===== config.mk =====
export PLATFORM = sky130hd
export DESIGN_NAME = rtdc_div_pipe
export DESIGN_NICKNAME = d
export VERILOG_FILES = /design/src/rtl/core/rtd_code_to_temperature_macros.svh /design/src/rtl/core/rtdc_div_pipe.sv
export SDC_FILE = /design/constraint.sdc
export NUM_CORES = 1
export LEC_CHECK = 0
export BUFFER_PORTS_ARGS = -buffer_cell sky130_fd_sc_hd__buf_2
export CAP_MARGIN = 20
export CORE_MARGIN = 5
export CORE_UTILIZATION = 37
export CTS_BUF_LIST = sky130_fd_sc_hd__clkbuf_4 sky130_fd_sc_hd__clkbuf_8
export CTS_CLUSTER_SIZE = 8
export DETAILED_ROUTE_END_ITERATION = 12
export GPL_TIMING_DRIVEN = 0
export PLACE_DENSITY = 0.52
export SLEW_MARGIN = 10
export SYNTH_ARGS = -nofsm -noshare
export SYNTH_HDL_FRONTEND = slang
export SYNTH_SLANG_ARGS = --single-unit
export TNS_END_PERCENT = 30

===== constraint.sdc =====
create_clock -name clk_i -period 3.6 [get_ports clk_i]
set_clock_uncertainty 0.1 [all_clocks]
set_input_delay 0.36 -clock clk_i [delete_from_list [all_inputs] [get_ports clk_i]]
set_output_delay 0.36 -clock clk_i [all_outputs]
set_load 0.05 [all_outputs]

===== src/rtl/core/rtd_code_to_temperature_macros.svh =====
// Assertion macros for the RTD linearizer.
// Included by files that carry concurrent assertions; needs nothing else.
`ifndef RTD_CODE_TO_TEMPERATURE_MACROS_SVH
`define RTD_CODE_TO_TEMPERATURE_MACROS_SVH

// Same-cycle implication, disabled while reset is asserted.
`define RTDC_ASSERT_IMPL(name, clk, rstn, ante, cons, msg) \
  name: assert property (@(posedge clk) disable iff (!rstn) (ante) |-> (cons)) \
    else $error(msg);

// Next-cycle implication, disabled while reset is asserted.
`define RTDC_ASSERT_NEXT(name, clk, rstn, ante, cons, msg) \
  name: assert property (@(posedge clk) disable iff (!rstn) (ante) |=> (cons)) \
    else $error(msg);

`endif


===== src/rtl/core/rtdc_div_pipe.sv =====
// Pipelined restoring divider, one quotient bit per register stage.
// Standalone; used for the ratio against the configured denominator.
`default_nettype none

module rtdc_div_pipe #(
  parameter int unsigned REM_W = 13,
  parameter int unsigned QUO_W = 20
) (
  input  wire logic             clk_i,
  input  wire logic             en_i,
  input  wire logic [REM_W-1:0] rem_i,     // upper dividend bits, below divisor
  input  wire logic [QUO_W-1:0] low_i,     // dividend bits shifted in one per stage
  input  wire logic [REM_W-1:0] divisor_i,
  output logic      [QUO_W-1:0] quo_o
);

  // low word doubles as quotient: dividend bits leave at the top, quotient bits enter below
  logic [REM_W-1:0] rem_q [QUO_W-1];
  logic [QUO_W-1:0] low_q [QUO_W];

  for (genvar s = 0; s < QUO_W; s++) begin : g_stage
    logic [REM_W-1:0] rem_in;
    logic [QUO_W-1:0] low_in;
    logic [REM_W:0]   rem_sh;
    logic             ge;

    if (s == 0) begin : g_first
      assign rem_in = rem_i;
      assign low_in = low_i;
    end else begin : g_next
      assign rem_in = rem_q[s-1];
      assign low_in = low_q[s-1];
    end

    assign rem_sh = {rem_in, low_in[QUO_W-1]};
    assign ge     = rem_sh >= {1'b0, divisor_i};

    always_ff @(posedge clk_i) begin
      if (en_i) begin
        low_q[s] <= {low_in[QUO_W-2:0], ge};
      end
    end

    if (s < QUO_W - 1) begin : g_rem
      always_ff @(posedge clk_i) begin
        if (en_i) begin
          rem_q[s] <= ge ? REM_W'(rem_sh - {1'b0, divisor_i}) : rem_sh[REM_W-1:0];
        end
      end
    end
  end

  assign quo_o = low_q[QUO_W-1];

endmodule

`default_nettype wire


## After elaboration in Yosys (flattened, before gate mapping)

Memories as Yosys holds them, arrays and structs flattened.
Index checks and enable logic that the tools add are counted.

| cells by class | value |
|---|---|
| multiplexer cells | 21 |
| magnitude comparators | 20 |
| $add $sub $neg | 19 |

Operators with widths:

| cell | count |
|---|---|
| $ge A14 B13 Y1 | 20 |
| $mux W13 | 19 |
| $sub A13 B13 Y13 | 19 |
| $mux W1 | 2 |

| storage, ports and cells | value |
|---|---|
| output and inout bits | 20 |
| bits in registers | 0 |
| memory bits (writable) | 647 |
| memories | 2 |
| bits of input ports | 48 |
| word-level logic and storage cells | 62 |

Memory list:

| memory | depth | bits a word | rd ports | clocked after memory_dff | write ports | line | source |
|---|---|---|---|---|---|---|---|
| low_q | 20 | 20 | 20 | 0 | 20 | rtdc_div_pipe.sv:19 | `logic [QUO_W-1:0] low_q [QUO_W];` |
| rem_q | 19 | 13 | 19 | 0 | 19 | rtdc_div_pipe.sv:18 | `logic [REM_W-1:0] rem_q [QUO_W-1];` |

## Longest topological paths before layout

Gate-level depths: netlist of run 1.

| logic depth | value |
|---|---|
| word-level depth | 2 |
| depth in mapped cells | 12 |
| depth with buffers taken out | 11 |

## Least setup slack after synthesis of run 1

Ideal clock, no wire load.

| timing path | value |
|---|---|
| path type | input-to-reg |
| start point | input port divisor_i[2] |
| end point | memory rem_q[12][11] (data pin) |
| stages | 9 |
| arrival | 2.566 ns |
| setup slack | 0.673 ns |
| library setup time | 0.260 ns |
| cell sequence | inv_1 ha_1 and2b_1 o31a_2 o2111ai_2 and2_4 o31a_4 buf_6 mux2_4 |

RTL lines:

| element | line | source |
|---|---|---|
| start: declaration | rtdc_div_pipe.sv:13 | `input wire logic [REM_W-1:0] divisor_i,` |
| end: declaration | rtdc_div_pipe.sv:18 |  |

==> results of run 1 <==
[worst paths after layout]
kind	from	slack, ns	to	cells after the start
worst min-delay path	rem_i[12]	0.12	rem_q[0][0]	4
worst max-delay path	divisor_i[1]	0.28	rem_q[5][9]	10
worst max register to register	low_q[2][19]	0.46	rem_q[9][11]	10
worst min register to register	low_q[1][3]	0.31	low_q[1][24]	0
[report_power, final]
part	internal, mW	switching (mW)
clock	3.90	3.10
sequential	11.2	0.970
combinational	7.67	8.10
total	22.7	12.2
[logic make-up (layout without fill, tap and decap cells)]
logic type,count (synthesis),after routing
other,0,2
DFF,647,647
xor gates and xnor gates,160,160
buffers and inverters,133,458
muxes,245,245
and+or+nand+nor,540,540
adders and majority gates,279,279
AOI/OAI and AO/OA,573,573
[tightest hold or removal path: cells and delay by family]
kind            cells  cell delay [ns]
mux                 1             0.15
compound gates      1             0.16
buf+inv             1             0.08
simple gates        1             0.04
[metal layers]
metal / wire (um) / up-vias / part of all wire (%)
met2: 37480 / 446 / 50
met5: 0 / - / 0
met3: 3304 / 149 / 4.4
met1: 32210 / 10389 / 43
li1: - / 10500 / -
met4: 2359 / 0 / 3.1
[sequential cells by signal (all words and copies together) (netlist names)]
register / cells
rem_q: 247
low_q: 400
[area by class of cell]
class | instances | area (sq um) | area share, %
clock inverter | 60 | 519.2 | 1.312
sequential | 647 | 19430 | 49.08
antenna | 2 | 5.005 | 0.01264
timing repair buffer | 117 | 1051 | 2.655
clock buffer | 148 | 1824 | 4.609
multi-input combinational | 1797 | 14560 | 36.78
tap | 1254 | 1569 | 3.964
buffer | 30 | 234.0 | 0.5911
inverter | 103 | 394.1 | 0.9957
[synth_stat cells, drive strengths merged (4+ instances only)]
library cell | count | area [sq um]
edfxtp | 647 | 19430
ha | 260 | 3253
mux2 | 190 | 2233
a21oi | 156 | 878.3
nor2 | 132 | 495.5
nand2 | 118 | 442.9
xnor2 | 118 | 1033
inv | 103 | 394.1
o21ai | 94 | 481.7
a21o | 66 | 495.5
mux2i | 55 | 550.5
a211oi | 54 | 452.9
nand2b | 48 | 300.3
o21a | 46 | 346.6
nand3 | 45 | 225.2
nor3 | 45 | 225.2
xor2 | 42 | 367.9
nand4 | 38 | 237.7
nor2b | 29 | 196.4
buf | 21 | 198.9
fa | 19 | 380.4
o21bai | 19 | 142.6
and2 | 18 | 117.6
and3 | 17 | 106.4
o211ai | 16 | 125.1
o2111ai | 15 | 137.6
a31oi | 13 | 81.33
o31ai | 12 | 123.9
or2 | 12 | 75.08
a311oi | 11 | 96.34
nor4 | 10 | 62.56
o311a | 10 | 100.1
o31a | 10 | 97.60
clkbuf | 9 | 35.03
nor3b | 9 | 67.56
a22o | 7 | 61.31
a21boi | 6 | 45.05
o22ai | 6 | 37.54
o41ai | 6 | 52.55
or3 | 6 | 37.54
a2bb2o | 4 | 40.04
and4 | 4 | 35.03
[repair_timing]
action | in CTS | in global routing
setup endpoints to repair | 0 | 0
hold endpoints to repair | 99 | 0
hold buffers | 34 | 0
[cell usage in the layout (no fill, tap or decap), types with 11 or more instances in the layout]
cell / instances
sky130_fd_sc_hd__nand2_1: 118
sky130_fd_sc_hd__xor2_1: 42
sky130_fd_sc_hd__a311oi_1: 11
sky130_fd_sc_hd__a31oi_1: 13
sky130_fd_sc_hd__mux2_4: 25
sky130_fd_sc_hd__buf_2: 68
sky130_fd_sc_hd__xnor2_1: 118
sky130_fd_sc_hd__o2111ai_1: 14
sky130_fd_sc_hd__a211oi_1: 46
sky130_fd_sc_hd__o21bai_1: 19
sky130_fd_sc_hd__ha_1: 260
sky130_fd_sc_hd__mux2_2: 165
sky130_fd_sc_hd__inv_1: 89
sky130_fd_sc_hd__buf_12: 11
sky130_fd_sc_hd__nand4_1: 38
sky130_fd_sc_hd__nor3_1: 45
sky130_fd_sc_hd__mux2i_1: 55
sky130_fd_sc_hd__clkinv_2: 14
sky130_fd_sc_hd__nor2_1: 132
sky130_fd_sc_hd__clkinv_1: 31
sky130_fd_sc_hd__o21a_1: 45
sky130_fd_sc_hd__fa_1: 19
sky130_fd_sc_hd__nand2b_1: 48
sky130_fd_sc_hd__o21ai_0: 89
sky130_fd_sc_hd__clkbuf_8: 114
sky130_fd_sc_hd__a21oi_1: 144
sky130_fd_sc_hd__and3_1: 17
sky130_fd_sc_hd__and2_1: 16
sky130_fd_sc_hd__nor2b_1: 27
sky130_fd_sc_hd__or2_2: 11
sky130_fd_sc_hd__nand3_1: 45
sky130_fd_sc_hd__dlygate4sd3_1: 34
sky130_fd_sc_hd__a21o_1: 66
sky130_fd_sc_hd__inv_2: 13
sky130_fd_sc_hd__o211ai_1: 15
sky130_fd_sc_hd__edfxtp_1: 647
sky130_fd_sc_hd__clkbuf_4: 34
==> impl_metrics.prom, run 1 <==
# TYPE chip_impl_metric gauge
chip_impl_info{name="run_status",value="finished, final reports clean"} 1
chip_impl_metric{name="slew_headroom",unit="%"} 31.05
chip_impl_metric{name="syn_avg_cell_area",unit="sq um"} 13.43
chip_impl_metric{name="route.vias.total",unit=""} 21484
chip_impl_metric{name="first_pass_iters",unit=""} 5
chip_impl_metric{name="critPathMaxStageDelay",unit="ns"} 0.75
chip_impl_metric{name="core_area",unit="sq um"} 93050
chip_impl_metric{name="power_leakage",unit="nW"} 15.25
chip_impl_info{name="tritoncts",value="yes"} 1
chip_impl_metric{name="report.final.slew_viol_count",unit=""} 0
chip_impl_metric{name="hold-worst-slack",unit="ns"} 0.1220
chip_impl_metric{name="routed_wl",unit="um"} 75350
chip_impl_metric{name="global_route_wire_length_before_repair",unit="um"} 117400
chip_impl_metric{name="gr-usage-met2",unit="%"} 25.81
chip_impl_metric{name="worst-path-max-fanout",unit=""} 19
chip_impl_metric{name="share_of_synthesized_area_spent_on_multiplexers",unit="%"} 8.043
chip_impl_metric{name="clock_sink_count",unit=""} 647
chip_impl_metric{name="floorplan.initialDensity",unit="%"} 37.20
chip_impl_metric{name="grt_usage",unit="%"} 14.83
chip_impl_metric{name="antenna_found_initial",unit=""} 1
chip_impl_metric{name="max_slew.worst_pin.slew",unit="ns"} 1.034
chip_impl_metric{name="port-buffer-count",unit=""} 67
chip_impl_metric{name="layout.cells.non_filler",unit=""} 4158
chip_impl_metric{name="place.detailed.instances",unit=""} 3914
chip_impl_metric{name="postCtsSetupBuffers",unit=""} 0
chip_impl_info{name="timing.critical_path.to_type",value="flop"} 1
chip_impl_metric{name="worstSkewPairLatency",unit="ns"} 0.76
chip_impl_metric{name="cts_buffers",unit=""} 113
chip_impl_metric{name="finalPower",unit="mW"} 34.89
chip_impl_metric{name="vdd.ir_drop.worst",unit="V"} 0.0002991
chip_impl_info{name="critical-path-top-delay-family",value="buffers and inverters"} 1
chip_impl_metric{name="grt_pass1_vias",unit=""} 21671
chip_impl_metric{name="final_min_period_over_clock_period",unit="%"} 92.26
chip_impl_metric{name="cp_data_required_time",unit="ns"} 4.02
chip_impl_metric{name="post_synth_instance_area",unit="sq um"} 34610
chip_impl_metric{name="ys_async_sr_fraction",unit="%"} 0
chip_impl_metric{name="use_met3",unit="%"} 2.753
chip_impl_metric{name="adder_cell_fraction_of_synth_area",unit="%"} 10.50
chip_impl_metric{name="placementRows",unit=""} 112
chip_impl_metric{name="post-route-worst-setup-slack",unit="ns"} 0.2785
chip_impl_metric{name="final_core_util",unit="%"} 42.54
chip_impl_metric{name="syn-num-nets",unit=""} 2904
chip_impl_metric{name="synth.yosys.seq_area_share",unit="%"} 56.13
chip_impl_info{name="largest_family_of_logic_cells_by_synthesized_area",value="compound AO/OA/AOI/OAI gates"} 1
chip_impl_info{name="global_route.peak_usage_layer",value="met2"} 1
chip_impl_metric{name="cp.arrival",unit="ns"} 3.74
chip_impl_info{name="cts.root.buffer_cell",value="sky130_fd_sc_hd__clkbuf_8"} 1
chip_impl_metric{name="finalCriticalPeriod",unit="ns"} 3.322
chip_impl_metric{name="clk_pin_slew_worst_paths",unit="ns"} 0.07
chip_impl_metric{name="post_cts_resize_count",unit=""} 0
chip_impl_metric{name="met1_usage",unit="%"} 18.33
chip_impl_metric{name="dpl_cell_area",unit="sq um"} 36890
chip_impl_metric{name="preCtsSetupSlack",unit="ns"} -0.5994
chip_impl_metric{name="syn2layout_area_growth",unit="%"} 14.35
chip_impl_metric{name="drv_cap",unit=""} 0
chip_impl_metric{name="finalInstanceArea",unit="sq um"} 39580
chip_impl_metric{name="h-tree-depth",unit=""} 3
chip_impl_metric{name="netlist_instances",unit=""} 2577
chip_impl_metric{name="drcViolationCount",unit=""} 0
chip_impl_metric{name="die_area",unit="sq um"} 99770
chip_impl_metric{name="floorplan.io_pins",unit=""} 68
chip_impl_info{name="yosys_most_used_dff",value="sky130_fd_sc_hd__edfxtp_1"} 1
chip_impl_metric{name="synthXorXnorAreaFrac",unit="%"} 4.049
chip_impl_metric{name="yosys.area_share.simple",unit="%"} 7.794
chip_impl_info{name="grt_setup_unrepaired",value="no"} 1
chip_impl_info{name="path_type_of_the_worst_min_delay_path",value="in -> reg"} 1
chip_impl_metric{name="route.detailed.vias_per_inst",unit=""} 5.167
chip_impl_metric{name="synth_compound_area_share",unit="%"} 11.67
chip_impl_metric{name="nFillCells",unit=""} 8665
chip_impl_metric{name="pin_count_of_the_biggest_net_entering_global_routing",unit=""} 114
chip_impl_info{name="timing.setup.critical_path_class",value="in -> reg"} 1
chip_impl_metric{name="routedWlPerCell",unit="um"} 18.12
chip_impl_metric{name="yosys_cell_types",unit=""} 88
chip_impl_metric{name="initialDrtViolationCount",unit=""} 1301
chip_impl_metric{name="gp_congestion",unit=""} 0.8368
chip_impl_metric{name="max_clock_freq",unit="MHz"} 301.1
chip_impl_info{name="critPathLaunchType",value="primary input"} 1
chip_impl_metric{name="die_h",unit="um"} 315.9
chip_impl_metric{name="clockBufferDepth",unit=""} 3
chip_impl_metric{name="hpwlAfterDp",unit="um"} 50750
chip_impl_metric{name="fin_tns_setup",unit="ns"} 0
chip_impl_metric{name="layout.nets",unit=""} 3136
chip_impl_metric{name="synth.yosys.warnings",unit=""} 0
chip_impl_metric{name="width_of_the_die",unit="um"} 315.9
chip_impl_info{name="crit_chain",value="buf_2 -> inv_2 -> buf_12 -> ha_1 -> nor2b_1 -> o31a_1 -> o41ai_1 -> o21ai_0 -> xor2_1 -> mux2_4"} 1
chip_impl_metric{name="hold_violations",unit=""} 0
chip_impl_metric{name="number_of_flops_mapped_to_enable_cells_by_yosys",unit=""} 647
chip_impl_metric{name="powerDensity",unit="nW/um^2"} 881.6
chip_impl_metric{name="ant_nets",unit=""} 0
chip_impl_metric{name="synth-seq-cells",unit=""} 647
chip_impl_metric{name="finalSetupViolations",unit=""} 0
chip_impl_metric{name="path_buf_inv",unit=""} 3
chip_impl_metric{name="grt_total_ovfl",unit=""} 0
chip_impl_metric{name="post_route_cells_drive_above_1_share",unit="%"} 18.71
chip_impl_info{name="critPathSlowestCell",value="sky130_fd_sc_hd__buf_2"} 1
No activity file was read; power rests on OpenSTA's default activity.
==> run 2: changes to the inputs <==
- CORE_UTILIZATION: 37 -> 40
- PLACE_DENSITY: 0.52 -> 0.55
==> impl_metrics.prom, run 2 (same netlist as run 1, synthesis figures left out) <==
# TYPE chip_impl_metric gauge
chip_impl_metric{name="grt_usage",unit="%"} 15.73
chip_impl_metric{name="use_met3",unit="%"} 3.118
chip_impl_metric{name="fin_tns_setup",unit="ns"} 0
chip_impl_metric{name="report.final.slew_viol_count",unit=""} 0
chip_impl_metric{name="max_slew.worst_pin.slew",unit="ns"} 0.8843
chip_impl_metric{name="route.detailed.vias_per_inst",unit=""} 5.298
chip_impl_metric{name="gr-usage-met2",unit="%"} 27.40
chip_impl_info{name="layout.cells.most_common_list",value="647 x sky130_fd_sc_hd__edfxtp_1, 260 x sky130_fd_sc_hd__ha_1, 165 x sky130_fd_sc_hd__mux2_2"} 1
chip_impl_metric{name="grt_total_ovfl",unit=""} 0
chip_impl_metric{name="reg2reg_setup_slack",unit="ns"} 0.40
chip_impl_metric{name="largest_reg_flops",unit=""} 400
chip_impl_metric{name="first_pass_iters",unit=""} 5
chip_impl_metric{name="ant_nets",unit=""} 0
chip_impl_metric{name="port-buffer-count",unit=""} 67
chip_impl_metric{name="preCtsSetupSlack",unit="ns"} -0.8703
chip_impl_metric{name="post-route-worst-setup-slack",unit="ns"} 0.3951
chip_impl_metric{name="vdd.ir_drop.worst",unit="V"} 0.0003573
chip_impl_metric{name="initialDrtViolationCount",unit=""} 1243
chip_impl_metric{name="die_h",unit="um"} 304.2
chip_impl_metric{name="pin_count_of_the_biggest_net_entering_global_routing",unit=""} 121
chip_impl_info{name="crit_end",value="rem_q[9][11]"} 1
chip_impl_metric{name="placementRows",unit=""} 107
chip_impl_metric{name="dpl_cell_area",unit="sq um"} 36730
chip_impl_metric{name="grt_pass1_vias",unit=""} 22011
chip_impl_metric{name="clk_pin_slew_worst_paths",unit="ns"} 0.06
chip_impl_metric{name="hold_violations",unit=""} 0
chip_impl_info{name="run_status",value="finished, final reports clean"} 1
chip_impl_metric{name="post_route_cells_drive_above_1_share",unit="%"} 18.71
chip_impl_metric{name="finalPower",unit="mW"} 34.56
chip_impl_metric{name="timing.reg2reg.worst_path_depth",unit=""} 10
chip_impl_metric{name="finalSetupViolations",unit=""} 0
chip_impl_metric{name="final_min_period_over_clock_period",unit="%"} 89.03
chip_impl_metric{name="syn2layout_area_growth",unit="%"} 13.63
chip_impl_metric{name="cp.arrival",unit="ns"} 3.59
chip_impl_metric{name="cp_data_required_time",unit="ns"} 3.98
chip_impl_metric{name="clockBufferDepth",unit=""} 3
chip_impl_info{name="biggestRegsByFlops",value="low_q: 400 flops, rem_q: 247 flops"} 1
chip_impl_metric{name="nFillCells",unit=""} 7617
chip_impl_metric{name="powerDensity",unit="nW/um^2"} 878.8
chip_impl_metric{name="gp_congestion",unit=""} 0.8235
chip_impl_info{name="reg2reg_to",value="rem_q[9][11]"} 1
chip_impl_metric{name="route.vias.total",unit=""} 21419
chip_impl_metric{name="global_route_wire_length_before_repair",unit="um"} 117500
chip_impl_metric{name="layout.cells.non_filler",unit=""} 4043
chip_impl_info{name="layout_commonest_cell",value="sky130_fd_sc_hd__edfxtp_1"} 1
chip_impl_info{name="register_with_the_highest_flop_count",value="low_q"} 1
chip_impl_info{name="tritoncts",value="yes"} 1
chip_impl_metric{name="antenna_found_initial",unit=""} 2
chip_impl_metric{name="drv_cap",unit=""} 0
chip_impl_info{name="grt_setup_unrepaired",value="no"} 1
chip_impl_metric{name="finalCriticalPeriod",unit="ns"} 3.205
chip_impl_metric{name="place.detailed.instances",unit=""} 3803
chip_impl_metric{name="floorplan.initialDensity",unit="%"} 40.46
chip_impl_metric{name="worstSkewPairLatency",unit="ns"} 0.75
chip_impl_metric{name="met1_usage",unit="%"} 19.46
chip_impl_metric{name="routedWlPerCell",unit="um"} 18.18
chip_impl_metric{name="hold-worst-slack",unit="ns"} 0.06209
chip_impl_metric{name="slew_headroom",unit="%"} 41.05
chip_impl_metric{name="max_clock_freq",unit="MHz"} 312.0
chip_impl_metric{name="finalInstanceArea",unit="sq um"} 39330
chip_impl_metric{name="core_area",unit="sq um"} 85550
chip_impl_info{name="critPathLaunchType",value="flop"} 1
chip_impl_info{name="crit_path_start",value="low_q[2][19]"} 1
chip_impl_metric{name="floorplan.io_pins",unit=""} 68
chip_impl_metric{name="layout.nets",unit=""} 3134
chip_impl_info{name="timing.critical_path.to_type",value="flop"} 1
chip_impl_info{name="path_type_of_the_worst_min_delay_path",value="in -> reg"} 1
chip_impl_metric{name="drcViolationCount",unit=""} 0
chip_impl_info{name="global_route.peak_usage_layer",value="met2"} 1
chip_impl_metric{name="clock_sink_count",unit=""} 647
chip_impl_info{name="cts.root.buffer_cell",value="sky130_fd_sc_hd__clkbuf_8"} 1
chip_impl_info{name="timing.setup.critical_path_class",value="reg -> reg"} 1
chip_impl_metric{name="hpwlAfterDp",unit="um"} 49450
chip_impl_metric{name="final_core_util",unit="%"} 45.97
chip_impl_metric{name="h-tree-depth",unit=""} 3
chip_impl_metric{name="die_area",unit="sq um"} 92520
chip_impl_metric{name="power_leakage",unit="nW"} 15.20
chip_impl_metric{name="width_of_the_die",unit="um"} 304.2
chip_impl_info{name="worstReg2RegStart",value="low_q[2][19]"} 1
chip_impl_metric{name="routed_wl",unit="um"} 73520
chip_impl_metric{name="worst-path-max-fanout",unit=""} 10
chip_impl_metric{name="cts_buffers",unit=""} 113
## run 2: cell types whose count changed in the layout (fill, tap and decap cells not counted), moves of 2 or more
cell	before	now
sky130_fd_sc_hd__clkinv_2	14	18
sky130_fd_sc_hd__bufinv_16	8	5
sky130_fd_sc_hd__clkbuf_4	34	31
sky130_fd_sc_hd__clkinv_1	31	28
sky130_fd_sc_hd__clkinvlp_4	1	3
sky130_fd_sc_hd__inv_16	0	2
## run 2: metal layers
layer	routed length [um]	part of all wire, %
met3	2810	3.8
met2	36430	50
met4	2575	3.5
met1	31690	43
met5	11	0.015
## run 2: worst min path at each step
stage	startpoint	endpoint	slack, ns	cells after the start
4_1_cts	en_i	low_q[0][4]	0.03	1
2_1_floorplan	low_q[0][0]	low_q[0][21]	0.30	0
5_1_grt	en_i	low_q[0][4]	0.04	1
3_5_place_dp	low_q[0][44]	low_q[0][65]	0.30	0
3_3_place_gp	low_q[1][73]	low_q[2][14]	0.30	0
6_report	en_i	low_q[0][1]	0.06	1
## run 2: final cells by class
cell class	count	area, sq um	area share, %
diodes	2	5.005	0.01273
plain buffers	30	234.0	0.5949
well taps	1144	1431	3.639
multi-input cells	1797	14560	37.01
repair buffers	115	1016	2.583
clock buffers	144	1788	4.546
flip-flops and latches	647	19430	49.40
clock inverters	61	476.7	1.212
inverters	103	394.1	1.002
## run 2: critical path, stage by stage (launching register included)
cell and delay [ns]:
sky130_fd_sc_hd__edfxtp_1 0.39, sky130_fd_sc_hd__inv_1 0.07, sky130_fd_sc_hd__ha_1 0.21, sky130_fd_sc_hd__fa_1 0.40, sky130_fd_sc_hd__nand2b_1 0.19, sky130_fd_sc_hd__a211oi_1 0.28, sky130_fd_sc_hd__a211oi_2 0.13, sky130_fd_sc_hd__o21a_1 0.28
sky130_fd_sc_hd__a21oi_4 0.24, sky130_fd_sc_hd__buf_4 0.25, sky130_fd_sc_hd__mux2_2 0.37
## run 2: report_power, final
part	switching (mW)	internal (mW)	total, mW
logic	8.04	7.66	15.7
registers	0.976	11.2	12.1
clock network	3.08	3.65	6.73
## run 2: repair_timing
item,4_1_cts,5_1_grt
endpoints found under the setup margin,7,0
endpoints found under the hold margin,32,0
hold buffers,33,0
buffers inserted,0,0
resized for setup,1,0
